$ cat config.mk
export PLATFORM = sky130hd
export DESIGN_NAME = scanline_depth_interpolator
export DESIGN_NICKNAME = d
export VERILOG_FILES = /design/src/rtl/sdi_pkg.sv /design/src/rtl/sdi_front.sv /design/src/rtl/sdi_divider.sv /design/src/rtl/scanline_depth_interpolator.sv
export SDC_FILE = /design/constraint.sdc
export NUM_CORES = 2
export LEC_CHECK = 0
export BUFFER_PORTS_ARGS = -buffer_cell sky130_fd_sc_hd__buf_4
export CORE_MARGIN = 5
export CORE_UTILIZATION = 40
export CTS_CLUSTER_DIAMETER = 100
export CTS_CLUSTER_SIZE = 10
export DETAILED_ROUTE_END_ITERATION = 12
export SETUP_SLACK_MARGIN = 0.05
export SYNTH_ARGS = -nofsm -noshare
export SYNTH_HDL_FRONTEND = slang
export SYNTH_HIERARCHICAL = 1
export SYNTH_SLANG_ARGS = --single-unit
$ cat constraint.sdc
create_clock -name clk -period 16.5 [get_ports clk]
set_input_delay 0.825 -clock clk [delete_from_list [all_inputs] [get_ports clk]]
set_output_delay 0.825 -clock clk [all_outputs]
set_load 0.03 [all_outputs]
$ cat src/rtl/sdi_pkg.sv
// Shared types, widths and helper functions of the scanline depth interpolator.
// No dependencies; every other file in the block imports this package.
package sdi_pkg;

    // Fixed field widths of the query and result ports.
    localparam int ROW_W   = 10;
    localparam int DEPTH_W = 16;

    // Number of image rows and width of meaningful depth bits.
    localparam int ROW_COUNT  = 1024;
    localparam int DEPTH_BITS = 16;

    // Datapath widths that follow from the field widths.
    localparam int PROD_W = DEPTH_W + ROW_W;
    localparam int DEN_W  = PROD_W + 1;
    localparam int ZZ_W   = 2 * DEPTH_W;
    localparam int NUM_W  = ZZ_W + ROW_W;
    localparam int Q_W    = DEPTH_W;

    // Front end stages, one stage per quotient bit, and the output register.
    localparam int FRONT_STAGES = 3;
    localparam int LATENCY      = FRONT_STAGES + Q_W + 1;

    localparam logic [16:0] ROW_MAX = 17'(ROW_COUNT - 1);

    localparam logic [31:0] DEPTH_MASK_32 =
        (DEPTH_BITS >= 32) ? 32'hFFFF_FFFF : 32'((64'd1 << DEPTH_BITS) - 64'd1);
    localparam logic [DEPTH_W-1:0] DEPTH_MASK = DEPTH_MASK_32[DEPTH_W-1:0];

    // Control that travels alongside the arithmetic through the pipeline.
    typedef struct packed {
        logic               valid;
        logic               fill;
        logic               zero;
        logic [DEPTH_W-1:0] fill_depth;
    } ctl_t;

    // Saturate a row to the last row of the image.
    function automatic logic [ROW_W-1:0] clamp_row(input logic [ROW_W-1:0] r);
        logic [16:0] wide;
        begin
            wide = 17'(r);
            clamp_row = (wide > ROW_MAX) ? ROW_MAX[ROW_W-1:0] : r;
        end
    endfunction

endpackage

$ cat src/rtl/sdi_front.sv
// Front end of the interpolator: row saturation, case selection, the products
// and the numerator and denominator. Three register stages; uses sdi_pkg.
module sdi_front (
    input  logic                          clk,
    input  logic                          rst_n,
    input  logic                          take,
    input  logic [sdi_pkg::ROW_W-1:0]     query_row,
    input  logic [sdi_pkg::ROW_W-1:0]     upper_row,
    input  logic [sdi_pkg::DEPTH_W-1:0]   upper_depth,
    input  logic [sdi_pkg::ROW_W-1:0]     lower_row,
    input  logic [sdi_pkg::DEPTH_W-1:0]   lower_depth,
    output logic [sdi_pkg::NUM_W-1:0]     num,
    output logic [sdi_pkg::DEN_W-1:0]     den,
    output sdi_pkg::ctl_t                 ctl
);
    import sdi_pkg::*;

    logic [ROW_W-1:0]   r_c;
    logic [ROW_W-1:0]   ru_c;
    logic [ROW_W-1:0]   rl_c;
    logic [DEPTH_W-1:0] zu_c;
    logic [DEPTH_W-1:0] zl_c;
    logic               below_c;
    logic               above_c;

    logic               valid_s1_reg;
    logic               fill_s1_reg;
    logic [DEPTH_W-1:0] fdep_s1_reg;
    logic [DEPTH_W-1:0] zu_s1_reg;
    logic [DEPTH_W-1:0] zl_s1_reg;
    logic [ROW_W-1:0]   dlo_s1_reg;
    logic [ROW_W-1:0]   dhi_s1_reg;
    logic [ROW_W-1:0]   dspan_s1_reg;

    logic               valid_s2_reg;
    logic               fill_s2_reg;
    logic [DEPTH_W-1:0] fdep_s2_reg;
    logic [PROD_W-1:0]  plo_s2_reg;
    logic [PROD_W-1:0]  phi_s2_reg;
    logic [ZZ_W-1:0]    zz_s2_reg;
    logic [ROW_W-1:0]   dspan_s2_reg;

    logic               valid_s3_reg;
    logic               fill_s3_reg;
    logic               zero_s3_reg;
    logic [DEPTH_W-1:0] fdep_s3_reg;
    logic [NUM_W-1:0]   num_s3_reg;
    logic [DEN_W-1:0]   den_s3_reg;
    logic [DEN_W-1:0]   den_next;

    // Stage 1: saturate rows, mask depths and decide between fill and interpolation.
    always_comb
    begin
        r_c     = clamp_row(query_row);
        ru_c    = clamp_row(upper_row);
        rl_c    = clamp_row(lower_row);
        zu_c    = upper_depth & DEPTH_MASK;
        zl_c    = lower_depth & DEPTH_MASK;
        below_c = (r_c >= rl_c);
        above_c = (r_c < ru_c);
    end

    always_ff @(posedge clk or negedge rst_n)
    begin
        if (!rst_n)
        begin
            valid_s1_reg <= 1'b0;
            valid_s2_reg <= 1'b0;
            valid_s3_reg <= 1'b0;
        end
        else
        begin
            valid_s1_reg <= take;
            valid_s2_reg <= valid_s1_reg;
            valid_s3_reg <= valid_s2_reg;
        end
    end

    always_ff @(posedge clk)
    begin
        fill_s1_reg  <= below_c || above_c;
        fdep_s1_reg  <= below_c ? zl_c : zu_c;
        zu_s1_reg    <= zu_c;
        zl_s1_reg    <= zl_c;
        dlo_s1_reg   <= rl_c - r_c;
        dhi_s1_reg   <= r_c - ru_c;
        dspan_s1_reg <= rl_c - ru_c;
    end

    // Stage 2: the two weighted depths and the depth product.
    always_ff @(posedge clk)
    begin
        fill_s2_reg  <= fill_s1_reg;
        fdep_s2_reg  <= fdep_s1_reg;
        plo_s2_reg   <= PROD_W'(zl_s1_reg) * PROD_W'(dlo_s1_reg);
        phi_s2_reg   <= PROD_W'(zu_s1_reg) * PROD_W'(dhi_s1_reg);
        zz_s2_reg    <= ZZ_W'(zu_s1_reg) * ZZ_W'(zl_s1_reg);
        dspan_s2_reg <= dspan_s1_reg;
    end

    // Stage 3: denominator sum with its zero test, and the full numerator.
    assign den_next = DEN_W'(plo_s2_reg) + DEN_W'(phi_s2_reg);

    always_ff @(posedge clk)
    begin
        fill_s3_reg <= fill_s2_reg;
        fdep_s3_reg <= fdep_s2_reg;
        zero_s3_reg <= (den_next == '0);
        den_s3_reg  <= den_next;
        num_s3_reg  <= NUM_W'(zz_s2_reg) * NUM_W'(dspan_s2_reg);
    end

    assign num            = num_s3_reg;
    assign den            = den_s3_reg;
    assign ctl.valid      = valid_s3_reg;
    assign ctl.fill       = fill_s3_reg;
    assign ctl.zero       = zero_s3_reg;
    assign ctl.fill_depth = fdep_s3_reg;

endmodule

$ cat src/rtl/sdi_divider.sv
// Pipelined restoring divider: one quotient bit per register stage, most
// significant bit first. Uses sdi_pkg for widths and the control struct.
module sdi_divider (
    input  logic                        clk,
    input  logic                        rst_n,
    input  logic [sdi_pkg::NUM_W-1:0]   num,
    input  logic [sdi_pkg::DEN_W-1:0]   den,
    input  sdi_pkg::ctl_t               ctl_in,
    output logic [sdi_pkg::Q_W-1:0]     quotient,
    output sdi_pkg::ctl_t               ctl_out
);
    import sdi_pkg::*;

    logic [NUM_W-1:0] rem_reg   [0:Q_W-1];
    logic [DEN_W-1:0] den_reg   [0:Q_W-1];
    logic [Q_W-1:0]   q_reg     [0:Q_W-1];
    ctl_t             ctl_reg   [0:Q_W-1];
    logic             valid_reg [0:Q_W-1];

    genvar k;
    generate
        for (k = 0; k < Q_W; k++)
        begin : g_step
            logic [NUM_W-1:0] rem_in;
            logic [DEN_W-1:0] den_in;
            logic [Q_W-1:0]   q_in;
            ctl_t             ctl_s;
            logic             valid_in;
            logic [NUM_W-1:0] trial;
            logic             fits;

            if (k == 0)
            begin : g_head
                assign rem_in   = num;
                assign den_in   = den;
                assign q_in     = '0;
                assign ctl_s    = ctl_in;
                assign valid_in = ctl_in.valid;
            end
            else
            begin : g_body
                assign rem_in   = rem_reg[k-1];
                assign den_in   = den_reg[k-1];
                assign q_in     = q_reg[k-1];
                assign ctl_s    = ctl_reg[k-1];
                assign valid_in = valid_reg[k-1];
            end

            // The quotient never exceeds the larger depth, so the divisor
            // shifted by the bit weight always fits in the remainder width.
            assign trial = NUM_W'(den_in) << (Q_W - 1 - k);
            assign fits  = (rem_in >= trial);

            always_ff @(posedge clk or negedge rst_n)
            begin
                if (!rst_n)
                begin
                    valid_reg[k] <= 1'b0;
                end
                else
                begin
                    valid_reg[k] <= valid_in;
                end
            end

            always_ff @(posedge clk)
            begin
                rem_reg[k] <= fits ? (rem_in - trial) : rem_in;
                den_reg[k] <= den_in;
                ctl_reg[k] <= ctl_s;
                q_reg[k]   <= q_in | (Q_W'(fits) << (Q_W - 1 - k));
            end
        end
    endgenerate

    always_comb
    begin
        ctl_out       = ctl_reg[Q_W-1];
        ctl_out.valid = valid_reg[Q_W-1];
    end

    assign quotient = q_reg[Q_W-1];

endmodule

$ cat src/rtl/scanline_depth_interpolator.sv
// Top level of the scanline depth interpolator: front end, pipelined divider
// and output register. Depends on sdi_pkg, sdi_front and sdi_divider.
//
//  channel   handshake            payload
//  -------   ------------------   ---------------------------------------------
//  query     start, busy          query_row, upper_row, upper_depth,
//                                 lower_row, lower_depth
//  result    done (one cycle)     depth_out, depth_valid
//
// A query is transferred at every rising edge with start high and busy low.
// Busy is never raised, so a new query may be transferred in every cycle.
// Each query gives exactly one result, shown for one cycle with done high;
// between transfer and result lie three front end stages, sixteen divider
// stages (one quotient bit each) and the output register.
// The asynchronous reset clears every stage valid bit and done; queries in flight are dropped.
// The receiver cannot stall, so results leave in transfer order at full rate.
module scanline_depth_interpolator (
    input  logic                          clk,
    input  logic                          rst_n,
    input  logic                          start,
    output logic                          busy,
    input  logic [sdi_pkg::ROW_W-1:0]     query_row,
    input  logic [sdi_pkg::ROW_W-1:0]     upper_row,
    input  logic [sdi_pkg::DEPTH_W-1:0]   upper_depth,
    input  logic [sdi_pkg::ROW_W-1:0]     lower_row,
    input  logic [sdi_pkg::DEPTH_W-1:0]   lower_depth,
    output logic                          done,
    output logic [sdi_pkg::DEPTH_W-1:0]   depth_out,
    output logic                          depth_valid
);
    import sdi_pkg::*;

    logic [NUM_W-1:0]   num;
    logic [DEN_W-1:0]   den;
    ctl_t               front_ctl;
    ctl_t               div_ctl;
    logic [Q_W-1:0]     quotient;
    logic               take;

    logic               done_reg;
    logic [DEPTH_W-1:0] depth_reg;
    logic               depth_valid_reg;
    logic [DEPTH_W-1:0] depth_next;

    // The pipeline advances every cycle, so the block is always ready.
    assign busy = 1'b0;
    assign take = start && !busy;

    sdi_front u_front (
        .clk         (clk),
        .rst_n       (rst_n),
        .take        (take),
        .query_row   (query_row),
        .upper_row   (upper_row),
        .upper_depth (upper_depth),
        .lower_row   (lower_row),
        .lower_depth (lower_depth),
        .num         (num),
        .den         (den),
        .ctl         (front_ctl)
    );

    sdi_divider u_divider (
        .clk      (clk),
        .rst_n    (rst_n),
        .num      (num),
        .den      (den),
        .ctl_in   (front_ctl),
        .quotient (quotient),
        .ctl_out  (div_ctl)
    );

    // Fill cases pass the chosen sample depth; a zero denominator gives zero
    // with the valid flag low; otherwise the quotient is the interpolated depth.
    always_comb
    begin
        if (div_ctl.fill)
        begin
            depth_next = div_ctl.fill_depth;
        end
        else if (div_ctl.zero)
        begin
            depth_next = '0;
        end
        else
        begin
            depth_next = quotient & DEPTH_MASK;
        end
    end

    always_ff @(posedge clk or negedge rst_n)
    begin
        if (!rst_n)
        begin
            done_reg <= 1'b0;
        end
        else
        begin
            done_reg <= div_ctl.valid;
        end
    end

    always_ff @(posedge clk)
    begin
        depth_reg       <= depth_next;
        depth_valid_reg <= div_ctl.fill || !div_ctl.zero;
    end

    assign done        = done_reg;
    assign depth_out   = depth_reg;
    assign depth_valid = depth_valid_reg;

`ifndef NO_ASSERTIONS
    // Every transferred query produces its result.
    a_latency: assert property (@(posedge clk) disable iff (!rst_n)
        (start && !busy) |-> ##LATENCY done)
        else $error("result missing after query transfer");

    // No result appears without a matching transferred query.
    a_no_extra: assert property (@(posedge clk) disable iff (!rst_n)
        done |-> $past(start && !busy, LATENCY))
        else $error("result without a matching query");

    // A result flagged invalid always carries a zero depth.
    a_invalid_zero: assert property (@(posedge clk) disable iff (!rst_n)
        (done && !depth_valid) |-> (depth_out == '0))
        else $error("invalid result with nonzero depth");
`endif

endmodule

==> impl_metrics.ini <==
[cts]
tritoncts_clock_tree = done
clock_net_sink_count = 1773
cts_setup_buffers = 0
cts_buffers = 198
clock_insertion_delay_worst_skew_ps = 890
clkTransAtPathRegs_ps = 70
cts_htree_levels = 4
cts.path.max_buffers = 3
cts.root.buffer_cell = sky130_fd_sc_hd__clkbuf_16

[yosys]
synth.yosys.seq_area_share = 0.369
synth_top_cell_by_area = sky130_fd_sc_hd__dfxtp_1
dominantRegCellSynth = sky130_fd_sc_hd__dfxtp_1
ys_async_sr_fraction = 0.0113
synth.lib_cells_used.distinct = 122
yosysTopAreaCellShare = 0.364
synthesis.yosys.warnings = 6
syn_avg_cell_area_um2 = 9.55
postSynthCellCount = 10100
synth-edff-count = 0
syn_nets = 11600
netlist_area_um2 = 96400
synth_top_cells_by_area = sky130_fd_sc_hd__dfxtp_1 (36%), sky130_fd_sc_hd__fa_1 (14%), sky130_fd_sc_hd__ha_1 (10%)
yosys_register_bits = 1773

[global_routing]
grt_antenna_before_repair = 6
grt_first_pass_wirelength_um = 380000
grt_util_all_layers = 0.187
grt_start_max_net_pins = 57
grt_overflow = 0
via_count_of_the_first_global_routing_pass = 70500

[timing]
finalCritPeriodShare = 0.479
timing.setup.tns_ps = 0
fin_worst_skew_ps = 113
timing.final.max_slew_violations = 0
slew_headroom = 0.0954
worst-slew-pin-transition_ps = 1350
rsz0062_at_grt = no
setup_slack_ps = 8600
finalHoldViolations = 0
fin_crit_ps = 7900
final-setup-viol-count = 0
max_clock_freq_ghz = 0.127

[detailed_routing]
drt_iter0_markers = 3774
wl_um = 236000
antenna_violating_nets_post_route = 0
dr_total_vias = 68000
avgViaCountPerCell = 5.11
detail_route.wl_per_cell_um = 17.7
detail_route.drc_violations = 0
firstDrtPassIters = 6

[finish]
postLayoutCoreUtil = 0.440
multi_input_comb_area_um2 = 54500
ff_latch_area_um2 = 35600
area_delta_synth_final_pct = 9.56
layout.nets = 11600
final_area_um2 = 106000
fillers = 22900
post_route_cells_drive_above_1_share = 0.0512
largest_reg_flops = 630

[place]
io_buffer_count = 82
dpl.hpwl_um = 187000
routabilityCongestion = 0.901
placement_cell_area_um2 = 100000
minimum_setup_slack_after_placement_ps = 8680

[status]
run_status = completed

[setup_path]
crit_path_end_kind = flip-flop
worst_path_largest_cell_delay_ps = 1220
crit_fanout = 26
worstSetupPathType = reg2reg
worstPathCellList = nand2_1 -> fa_1 -> fa_1 -> fa_1 -> fa_1 -> inv_1 -> fa_1 -> inv_1 -> fa_1 -> inv_1 -> ha_1 -> a21o_1 -> a2111o_1 -> a31oi_1 -> nor2_1 -> o41ai_1 -> o21ai_0 -> a221o_1 -> a211oi_1 -> xnor2_1
worst-r2r-setup-slack_ps = 8600
worst_r2r_startpoint = u_front/zl_s1_reg[2]
rr_worst_depth = 20
critPathMostFrequentCell = sky130_fd_sc_hd__fa_1
reg2reg_end = u_front/zz_s2_reg[31]
worst-endpoint-arrival_ps = 8560
cpLargestDelayFamily = adder cells
worst_ep_required_time_ps = 17160
timing.critical_path.buf_inv = 3
critical_path.startpoint_type = flip-flop
critical_path_s_slowest_cell = sky130_fd_sc_hd__dfxtp_1
critical_path_cell_count = 20

[floorplan]
core_um2 = 240000
core.rowCount = 180
io_pins = 84
die_x_um = 501
floorplan.die_area_um2 = 251000
die_height_um = 501
start_util = 0.401

[hold_path]
holdCritStartpoint = upper_depth[15]
whs_endpoint = u_front/zu_s1_reg[15]
hold-path-cell-count = 1
hold_path_class = in2reg

[run]
maxCapViolations = 0
cell type report:
cell class	instances	area share
sequential	1773	0.337
antenna	6	0.000142
multi-input combinational	6677	0.516
inverter	1303	0.0463
timing repair buffer	135	0.00962
clock buffer	209	0.0475
clock inverter	23	0.00506
tap	3185	0.0377
cells in the final DEF, fill, tap and decap left out, drive strengths merged, types with 134 or more instances in the layout:
master / Yosys / final
dfxtp: 1753 / 1753
inv: 1303 / 1305
nand2: 1035 / 1035
ha: 790 / 790
fa: 671 / 671
a21oi: 581 / 581
o21ai: 539 / 539
and2: 467 / 467
nor2: 370 / 370
xnor2: 335 / 335
a21o: 259 / 259
xor2: 255 / 255
clkbuf: 249 / 209
buf: 84 / 134
Yosys cell counts (50+ instances only):
cell type	count
sky130_fd_sc_hd__a21o_1	258
sky130_fd_sc_hd__a21oi_1	577
sky130_fd_sc_hd__and2_1	466
sky130_fd_sc_hd__and3_1	50
sky130_fd_sc_hd__clkbuf_1	248
sky130_fd_sc_hd__dfxtp_1	1753
sky130_fd_sc_hd__fa_1	671
sky130_fd_sc_hd__ha_1	790
sky130_fd_sc_hd__inv_1	1298
sky130_fd_sc_hd__nand2_1	1025
sky130_fd_sc_hd__nand2b_1	78
sky130_fd_sc_hd__nand3_1	118
sky130_fd_sc_hd__nand4_1	92
sky130_fd_sc_hd__nor2_1	369
sky130_fd_sc_hd__nor2b_1	72
sky130_fd_sc_hd__nor3_1	120
sky130_fd_sc_hd__nor4_1	62
sky130_fd_sc_hd__o21a_1	66
sky130_fd_sc_hd__o21ai_0	457
sky130_fd_sc_hd__o21ai_1	69
sky130_fd_sc_hd__o21bai_1	82
sky130_fd_sc_hd__xnor2_1	335
sky130_fd_sc_hd__xor2_1	255
worst reg2reg max path: cells and delay by family (launching register included):
family | cells | cell delay (ps)
AO/OA/AOI/OAI | 7 | 2560
XOR/XNOR | 1 | 100
adder cells (fa/ha/maj) | 7 | 3410
buffers and inverters | 3 | 140
flip-flops | 1 | 1220
AND/OR/NAND/NOR | 2 | 310
timing repair:
item	CTS	global route
endpoints found under the hold margin	20	0
gates resized for setup	0	0
hold buffers	1	0
endpoints found under the setup margin	0	0
kinds of logic after synthesis:
| group | after synthesis | synth area share |
|---|---|---|
| compound gates | 1925 | 0.127 |
| xor+xnor | 590 | 0.0536 |
| fa+ha+maj | 1461 | 0.242 |
| buf+inv | 1636 | 0.0657 |
| flops | 1773 | 0.369 |
| mux | 70 | 0.00817 |
| other cells | 1 | 0.0000389 |
| simple gates | 2630 | 0.135 |
stage by stage:
step / std cells / hold slack, ps
after floorplan: 10100 / 310
after global placement: 13100 / 310
after detailed placement: 13100 / 312
after CTS: 13300 / 54.3
after global routing: 13300 / 67.2
final: 13300 / 116
worst max path at each step:
stage / startpoint / to
after floorplan: u_front/zl_s1_reg[1] / u_front/zz_s2_reg[31]
after global placement: u_front/zl_s1_reg[1] / u_front/zz_s2_reg[31]
after detailed placement: u_front/zl_s1_reg[2] / u_front/zz_s2_reg[31]
after CTS: u_front/zl_s1_reg[2] / u_front/zz_s2_reg[31]
after global routing: u_front/zl_s1_reg[2] / u_front/zz_s2_reg[31]
final: u_front/zl_s1_reg[2] / u_front/zz_s2_reg[31]
per-layer routing:
layer | GRT usage | up-vias | routed length [um]
met1 | 0.231 | 33000 | 101000
met3 | 0.0239 | 439 | 9000
met2 | 0.337 | 1581 | 118000
met5 | 0 | - | 11
met4 | 0.0637 | 2 | 8110
li1 | - | 33100 | -
Power is not shown: default switching activity piles up to over one toggle a cycle in this logic, so the estimate is an artifact.
